--- src/sv/vrt_pkg.sv ---
package vrt_pkg;

   localparam int AddrWidth = 5;
   localparam int DataWidth = 32;
   localparam int RetraceBit = 5;

   typedef enum logic [2:0] {
      REG_ACTIVE_LINES    = 3'd0,
      REG_LINE_PERIOD     = 3'd1,
      REG_BLANKING_PERIOD = 3'd2,
      REG_BLINK_PERIOD    = 3'd3,
      REG_PENALTY_CYCLES  = 3'd4
   } reg_index_type;

   typedef enum logic {
      REQ_TIME = 1'b0,
      REQ_POLL = 1'b1
   } req_kind_type;

   localparam logic [7:0]  ActiveLinesReset    = 8'd200;
   localparam logic [11:0] LinePeriodReset     = 12'd250;
   localparam logic [14:0] BlankingPeriodReset = 15'd14016;
   localparam logic [5:0]  BlinkPeriodReset    = 6'd30;
   localparam logic [7:0]  PenaltyCyclesReset  = 8'd67;

   localparam logic [1:0]  DmaIdle  = 2'b00;
   localparam logic [15:0] AccumMax = 16'hFFFF;

   typedef struct packed {
      logic [7:0]  active_lines;
      logic [11:0] line_period;
      logic [14:0] blanking_period;
      logic [5:0]  blink_period;
      logic [7:0]  penalty_cycles;
   } cfg_type;

endpackage

--- src/sv/vrt_csr.sv ---
module vrt_csr import vrt_pkg::*; (
   input  logic                 clock,
   input  logic                 reset,
   input  logic                 psel,
   input  logic                 penable,
   input  logic                 pwrite,
   input  logic [AddrWidth-1:0] paddr,
   input  logic [DataWidth-1:0] pwdata,
   output logic [DataWidth-1:0] prdata,
   output logic                 pready,
   output cfg_type              cfg
);

   cfg_type       cfg_ff, cfg_in;
   reg_index_type reg_sel;
   logic          write_en;

   assign reg_sel  = reg_index_type'(paddr[AddrWidth-1:2]);
   assign write_en = psel & penable & pwrite;
   assign pready   = 1'b1;
   assign cfg      = cfg_ff;

   always_comb begin
      cfg_in = cfg_ff;
      if (write_en) begin
         unique case (reg_sel)
            REG_ACTIVE_LINES:    cfg_in.active_lines    = pwdata[7:0];
            REG_LINE_PERIOD:     cfg_in.line_period     = pwdata[11:0];
            REG_BLANKING_PERIOD: cfg_in.blanking_period = pwdata[14:0];
            REG_BLINK_PERIOD:    cfg_in.blink_period    = pwdata[5:0];
            REG_PENALTY_CYCLES:  cfg_in.penalty_cycles  = pwdata[7:0];
            default:             cfg_in = cfg_ff;
         endcase
      end
   end

   always_comb begin
      unique case (reg_sel)
         REG_ACTIVE_LINES:    prdata = DataWidth'(cfg_ff.active_lines);
         REG_LINE_PERIOD:     prdata = DataWidth'(cfg_ff.line_period);
         REG_BLANKING_PERIOD: prdata = DataWidth'(cfg_ff.blanking_period);
         REG_BLINK_PERIOD:    prdata = DataWidth'(cfg_ff.blink_period);
         REG_PENALTY_CYCLES:  prdata = DataWidth'(cfg_ff.penalty_cycles);
         default:             prdata = '0;
      endcase
   end

   always_ff @(posedge clock) begin
      if (reset) begin
         cfg_ff.active_lines    <= ActiveLinesReset;
         cfg_ff.line_period     <= LinePeriodReset;
         cfg_ff.blanking_period <= BlankingPeriodReset;
         cfg_ff.blink_period    <= BlinkPeriodReset;
         cfg_ff.penalty_cycles  <= PenaltyCyclesReset;
      end else begin
         cfg_ff <= cfg_in;
      end
   end

endmodule

--- src/sv/video_retrace_timing.sv ---
// An input item reaches its result through the input register, then the result register.
// Throughput: one item per cycle unless stalled; timing state updates as an item moves into
// the result register, so consecutive items chain through one add, compare and subtract.
// Reset (synchronous): clears both stages and the timing state, and loads the
// configuration registers with their default values.
module video_retrace_timing import vrt_pkg::*; (
   input  logic                 clock,
   input  logic                 reset,
   input  logic                 psel,
   input  logic                 penable,
   input  logic                 pwrite,
   input  logic [AddrWidth-1:0] paddr,
   input  logic [DataWidth-1:0] pwdata,
   output logic [DataWidth-1:0] prdata,
   output logic                 pready,
   input  logic                 req_valid,
   output logic                 req_stall,
   input  logic                 req_type,
   input  logic [11:0]          req_ticks,
   input  logic [7:0]           req_port_in,
   input  logic [1:0]           req_display_dma_bits,
   input  logic                 req_cursor_enabled,
   input  logic [4:0]           req_cursor_row,
   output logic                 rsp_valid,
   input  logic                 rsp_stall,
   output logic [7:0]           rsp_port_out,
   output logic                 rsp_vblank_started,
   output logic [7:0]           rsp_dma_penalty,
   output logic                 rsp_retrace_flag,
   output logic                 rsp_cursor_phase,
   output logic                 rsp_redraw_valid,
   output logic [4:0]           rsp_redraw_row
);

   cfg_type cfg;

   vrt_csr u_csr (
      .clock   (clock),
      .reset   (reset),
      .psel    (psel),
      .penable (penable),
      .pwrite  (pwrite),
      .paddr   (paddr),
      .pwdata  (pwdata),
      .prdata  (prdata),
      .pready  (pready),
      .cfg     (cfg)
   );

   logic         s1_valid_ff, s1_valid_in;
   req_kind_type s1_kind_ff;
   logic [11:0]  s1_ticks_ff;
   logic [7:0]   s1_port_ff;
   logic [1:0]   s1_dma_ff;
   logic         s1_cen_ff;
   logic [4:0]   s1_row_ff;

   logic [7:0]  line_count_ff, line_count_in;
   logic [15:0] line_accum_ff, line_accum_in;
   logic [15:0] blank_accum_ff, blank_accum_in;
   logic        retrace_ff, retrace_in;
   logic [5:0]  blink_count_ff, blink_count_in;
   logic        blink_phase_ff, blink_phase_in;
   logic [7:0]  penalty_ff, penalty_in;

   logic        out_valid_ff, out_valid_in;
   logic [7:0]  out_port_ff, out_port_in;
   logic        out_vstart_ff, out_vstart_in;
   logic        out_redraw_ff, out_redraw_in;
   logic [4:0]  out_row_ff, out_row_in;

   logic        advance, load_s1;
   logic [16:0] line_sum, blank_sum;
   logic [15:0] line_sat, blank_sat;
   logic [5:0]  blink_inc;

   assign advance   = s1_valid_ff & (~out_valid_ff | ~rsp_stall);
   assign req_stall = s1_valid_ff & ~advance;
   assign load_s1   = req_valid & ~req_stall;

   assign s1_valid_in  = load_s1 | (s1_valid_ff & ~advance);
   assign out_valid_in = advance | (out_valid_ff & rsp_stall);

   assign line_sum  = {1'b0, line_accum_ff} + 17'(s1_ticks_ff);
   assign blank_sum = {1'b0, blank_accum_ff} + 17'(s1_ticks_ff);
   assign line_sat  = line_sum[16] ? AccumMax : line_sum[15:0];
   assign blank_sat = blank_sum[16] ? AccumMax : blank_sum[15:0];
   assign blink_inc = blink_count_ff + 6'd1;

   always_comb begin
      line_count_in  = line_count_ff;
      line_accum_in  = line_accum_ff;
      blank_accum_in = blank_accum_ff;
      retrace_in     = retrace_ff;
      blink_count_in = blink_count_ff;
      blink_phase_in = blink_phase_ff;
      penalty_in     = penalty_ff;
      out_port_in    = '0;
      out_vstart_in  = 1'b0;
      out_redraw_in  = 1'b0;
      if (s1_kind_ff == REQ_POLL) begin
         out_port_in             = s1_port_ff;
         out_port_in[RetraceBit] = retrace_ff;
      end else if (line_count_ff < cfg.active_lines) begin
         line_accum_in = line_sat;
         if (line_sat >= 16'(cfg.line_period)) begin
            penalty_in    = (s1_dma_ff == DmaIdle) ? cfg.penalty_cycles : 8'd0;
            line_count_in = line_count_ff + 8'd1;
            if (line_count_in >= cfg.active_lines) begin
               blank_accum_in = '0;
               retrace_in     = 1'b1;
               out_vstart_in  = 1'b1;
               blink_count_in = blink_inc;
               if (blink_inc >= cfg.blink_period) begin
                  blink_count_in = '0;
                  blink_phase_in = ~blink_phase_ff;
                  out_redraw_in  = s1_cen_ff;
               end
            end else begin
               line_accum_in = line_sat - 16'(cfg.line_period);
            end
         end
      end else begin
         blank_accum_in = blank_sat;
         if (blank_sat > 16'(cfg.blanking_period)) begin
            line_count_in = '0;
            line_accum_in = blank_sat - 16'(cfg.blanking_period);
            retrace_in    = 1'b0;
         end
      end
      out_row_in = out_redraw_in ? s1_row_ff : 5'd0;
   end

   always_ff @(posedge clock) begin
      if (reset) begin
         s1_valid_ff    <= 1'b0;
         out_valid_ff   <= 1'b0;
         line_count_ff  <= '0;
         line_accum_ff  <= '0;
         blank_accum_ff <= '0;
         retrace_ff     <= 1'b0;
         blink_count_ff <= '0;
         blink_phase_ff <= 1'b0;
         penalty_ff     <= '0;
      end else begin
         s1_valid_ff  <= s1_valid_in;
         out_valid_ff <= out_valid_in;
         if (advance) begin
            line_count_ff  <= line_count_in;
            line_accum_ff  <= line_accum_in;
            blank_accum_ff <= blank_accum_in;
            retrace_ff     <= retrace_in;
            blink_count_ff <= blink_count_in;
            blink_phase_ff <= blink_phase_in;
            penalty_ff     <= penalty_in;
         end
      end
   end

   always_ff @(posedge clock) begin
      if (load_s1) begin
         s1_kind_ff  <= req_kind_type'(req_type);
         s1_ticks_ff <= req_ticks;
         s1_port_ff  <= req_port_in;
         s1_dma_ff   <= req_display_dma_bits;
         s1_cen_ff   <= req_cursor_enabled;
         s1_row_ff   <= req_cursor_row;
      end
      if (advance) begin
         out_port_ff   <= out_port_in;
         out_vstart_ff <= out_vstart_in;
         out_redraw_ff <= out_redraw_in;
         out_row_ff    <= out_row_in;
      end
   end

   assign rsp_valid          = out_valid_ff;
   assign rsp_port_out       = out_port_ff;
   assign rsp_vblank_started = out_vstart_ff;
   assign rsp_dma_penalty    = penalty_ff;
   assign rsp_retrace_flag   = retrace_ff;
   assign rsp_cursor_phase   = blink_phase_ff;
   assign rsp_redraw_valid   = out_redraw_ff;
   assign rsp_redraw_row     = out_row_ff;

endmodule

--- config.mk ---
export PLATFORM = sky130hd
export DESIGN_NAME = video_retrace_timing
export DESIGN_NICKNAME = d
export VERILOG_FILES = /design/src/sv/vrt_pkg.sv /design/src/sv/vrt_csr.sv /design/src/sv/video_retrace_timing.sv
export SDC_FILE = /design/constraint.sdc
export NUM_CORES = 1
export LEC_CHECK = 0
export ABC_AREA = 1
export BUFFER_PORTS_ARGS = -buffer_cell sky130_fd_sc_hd__buf_2
export CAP_MARGIN = 20
export CORE_AREA = 3 3 121 146
export DETAILED_ROUTE_END_ITERATION = 10
export DIE_AREA = 0 0 124 149
export PLACE_DENSITY = 0.92
export SLEW_MARGIN = 15
export SYNTH_ARGS = -nofsm -noshare
export SYNTH_HDL_FRONTEND = slang
export SYNTH_HIERARCHICAL = 1
export SYNTH_SLANG_ARGS = --single-unit
--- constraint.sdc ---
create_clock -name clock -period 11.74 [get_ports clock]
set_clock_uncertainty 0.2 [all_clocks]
set_input_delay 2.348 -clock clock [delete_from_list [all_inputs] [get_ports clock]]
set_output_delay 2.348 -clock clock [all_outputs]
set_load 0.01 [all_outputs]
==> results by group <==
Power and ir drop
  • Cell Pwr Density: 117.4 nW/um^2
  • Static Leak: about 0.006 uW
  • VDD IR max: 0.1213 mV
  • Overall Power: 1347 uW

Finish
  • Nets: around 1.7k
  • Layout cells sized above 1: 13.50%
  • # diodes: 0
  • Number of fill cells in the layout: approximately 1.3k
  • Non-Filler Instances: approximately 1.8k
  • Post-route cell area: 11480 um^2
  • Register Area: 3433 um^2
  • Synthesis-to-finish area growth: 9.881%
  • Multi-input gate area: 5919 um^2

Floorplan
  • Initial Util: a little under two thirds
  • Die H: roughly 150 um
  • Die width: about 120 um
  • Rows: 51
  • Core area: 16340 um^2
  • Die area: 18480 um^2
  • Io pins: 133

Placement
  • Area after DPL: 10890 um^2
  • Port-buffer cells: 94
  • Final Wtd Congestion: 0.9412
  • Dpl hpwl: around 21000 um
  • Placed cell count: 1756

Clock network
  • CTS hold repair buffers: 0
  • CTS tree: done
  • Post-CTS resize count: 0
  • Clock Sinks: 150
  • # Post-CTS Setup Buffers: 0
  • Number of buffers created by CTS: 17
  • CTS Root Cell: clkbuf_16
  • H-tree depth: 4
  • Clk buf depth: 2
  • Skew-Pair Late Insertion Delay: approximately 0.44 ns
  • Reg clk slew, reported paths: 0.06 ns

Yosys
  • Proportion of synthesized area in mux cells: 0%
  • Post-synth EDFFs: 43
  • Main combinational cell family by area after synthesis: simple AND/OR/NAND/NOR gates
  • Most numerous cell in the Yosys netlist: nand2_1
  • Synth cell count leaders: nand2_1, inv_1, nor2_1
  • Yosys reg bits: 150
  • Adder-cell share of the synthesized area: 9.750%
  • Async set-reset flop share out of synthesis: 0%
  • Synth Cell Area: 10450 um^2
  • Synth cell types: 49
  • Seq/Total Area, Yosys: between 30% and 40%
  • XOR/XNOR share of the synthesized area: 3.018%
  • Ys flop type: dfxtp_1
  • Share of the synthesized area in the top cell type: 20.51%
  • Synth top area cells: dfxtp_1, nand2_1, edfxtp_1
  • Avg Cell Area, Syn: 7.020 um^2
  • Compound-gate portion of the synthesized area: approximately a tenth
  • Cell taking the most area after synthesis: dfxtp_1
  • Post-synthesis simple-gate area fraction: 33.15%
  • YS warnings: 6
  • Post-Synthesis Cells: about 1.5k

Timing
  • Final hold vios: 0
  • Setup tns final: 0 ns
  • Hold_ws: 0.2705 ns
  • Worst-margin pin slew: 0.9243 ns
  • Finish-stage setup viols: 0
  • Fmax: 0.1517 GHz
  • RSZ-0062 raised after global routing: false
  • Normalized max-slew margin: 38.31%
  • Fin crit period: about 6.6 ns
  • Period Utilization, post-route: 56.15%
  • Final Max Slew Viols: 0

Critical path
  • Worst setup EP type: primary output
  • Worst EP required: 9.19 ns
  • Critical path fanouts, max: 22
  • Critical Path Source Type: input port
  • WS Path Type: in2out
  • Crit path DAT: 4.04 ns

Global route
  • Largest net degree at the start of global routing: 47
  • Initial antenna violation count: 0
  • Grt total ovfl: 0
  • Overall routing resource usage: a little under a third
  • Vias in the first global route: 9735
  • First-pass GRT wire length: ~46000 um

Routing
  • Initial drt markers: 785
  • # DRC: 0
  • WL/cell: ~16 um
  • Met3 Routed Length: 2198 um
  • 1st-pass router iterations: 9
  • Routed vias: roughly 10k
  • Total routed wirelength: 28730 um
  • Post-route ant nets: 0
  • Top sig layer: met4
  • Met1 WL: 11040 um
  • Drt via density: around 5.7
  • Met2 Wirelength: ~14000 um

Outcome
  • Status: completed

Hold path
  • HP Class: reg2reg

Flow run
  • Max cap viols: 0
-- layer usage --
layer / track usage [%] / up-vias
met4: 18.90 / 0
met1: 38.25 / 4551
met2: 52.83 / 512
met3: 5.425 / 146
li1: - / 4917
met5: 0 / -
-- logic make-up (layout without fill, tap and decap cells) --
group	after synthesis	after routing
other cells	2	18
buf+inv	263	337
compound gates	187	187
fa+ha+maj	79	79
flops	150	150
simple gates	771	771
xor+xnor	36	36
-- cell usage in the layout (no fill, tap or decap), types with 17 or more instances in the layout --
master       n
nand4_1     24
clkbuf_16   17
inv_1      197
or2_2       17
nand3_1    123
xor2_1      27
a21oi_1     85
nand2_1    384
edfxtp_1    43
nor2_1     155
buf_2       94
dfxtp_1    107
o21ai_0     47
ha_1        75
conb_1      18
-- worst paths after layout --
path                                                      start  slack [ns]                         endpoint  depth (start not counted)
worst min-delay path            blank_accum_ff[11]$_SDFFE_PP0P_        0.27  blank_accum_ff[11]$_SDFFE_PP0P_                          2
worst min register to register  blank_accum_ff[11]$_SDFFE_PP0P_        0.27  blank_accum_ff[11]$_SDFFE_PP0P_                          2
worst max-delay path                                   paddr[4]        5.15                        prdata[1]                          9
worst max register to register         s1_ticks_ff[0]$_DFFE_PP_        6.18    line_count_ff[6]$_SDFFE_PP0P_                         27
-- where the power goes --
group	total [uW]	internal [uW]	switching [uW]
sequential	561	549	12.0
clock	520	283	237
combinational	266	92.8	174
-- critical path, stage by stage --
cell     delay, ns
buf_2         0.17
inv_4         0.23
nand2_1       0.10
nor2_2        0.67
nand2_1       0.14
nand2_1       0.13
inv_1         0.05
nand2_1       0.08
buf_2         0.13
-- stage by stage --
step / utilization [%] / worst slack, ns
3_5_place_dp: 66.66 / 5.224
5_1_grt: 70.27 / 5.007
2_1_floorplan: - / 6.059
3_3_place_gp: 66.66 / 5.262
4_1_cts: 70.05 / 5.209
6_report: 70.27 / 5.148
-- flip-flops by register name (all words and copies together), names as in the netlist, 2 cells and up --
name / flops
rsp_redraw_row: 5
s1_dma_ff: 2
s1_row_ff: 5
u_csr/cfg: 49
blink_count_ff: 6
line_count_ff: 8
line_accum_ff: 16
s1_port_ff: 7
s1_ticks_ff: 12
rsp_port_out: 8
rsp_dma_penalty: 8
blank_accum_ff: 16
-- final cells by class --
type	count	area share (%)
Clock inverter	13	0.9701
Clock buffer	19	3.859
Timing Repair Buffer	99	4.600
Tap cell	212	2.311
Multi-Input combinational cell	1091	51.57
Inverter	206	6.780
Sequential cell	150	29.91
(Power assumes the default switching activity.)
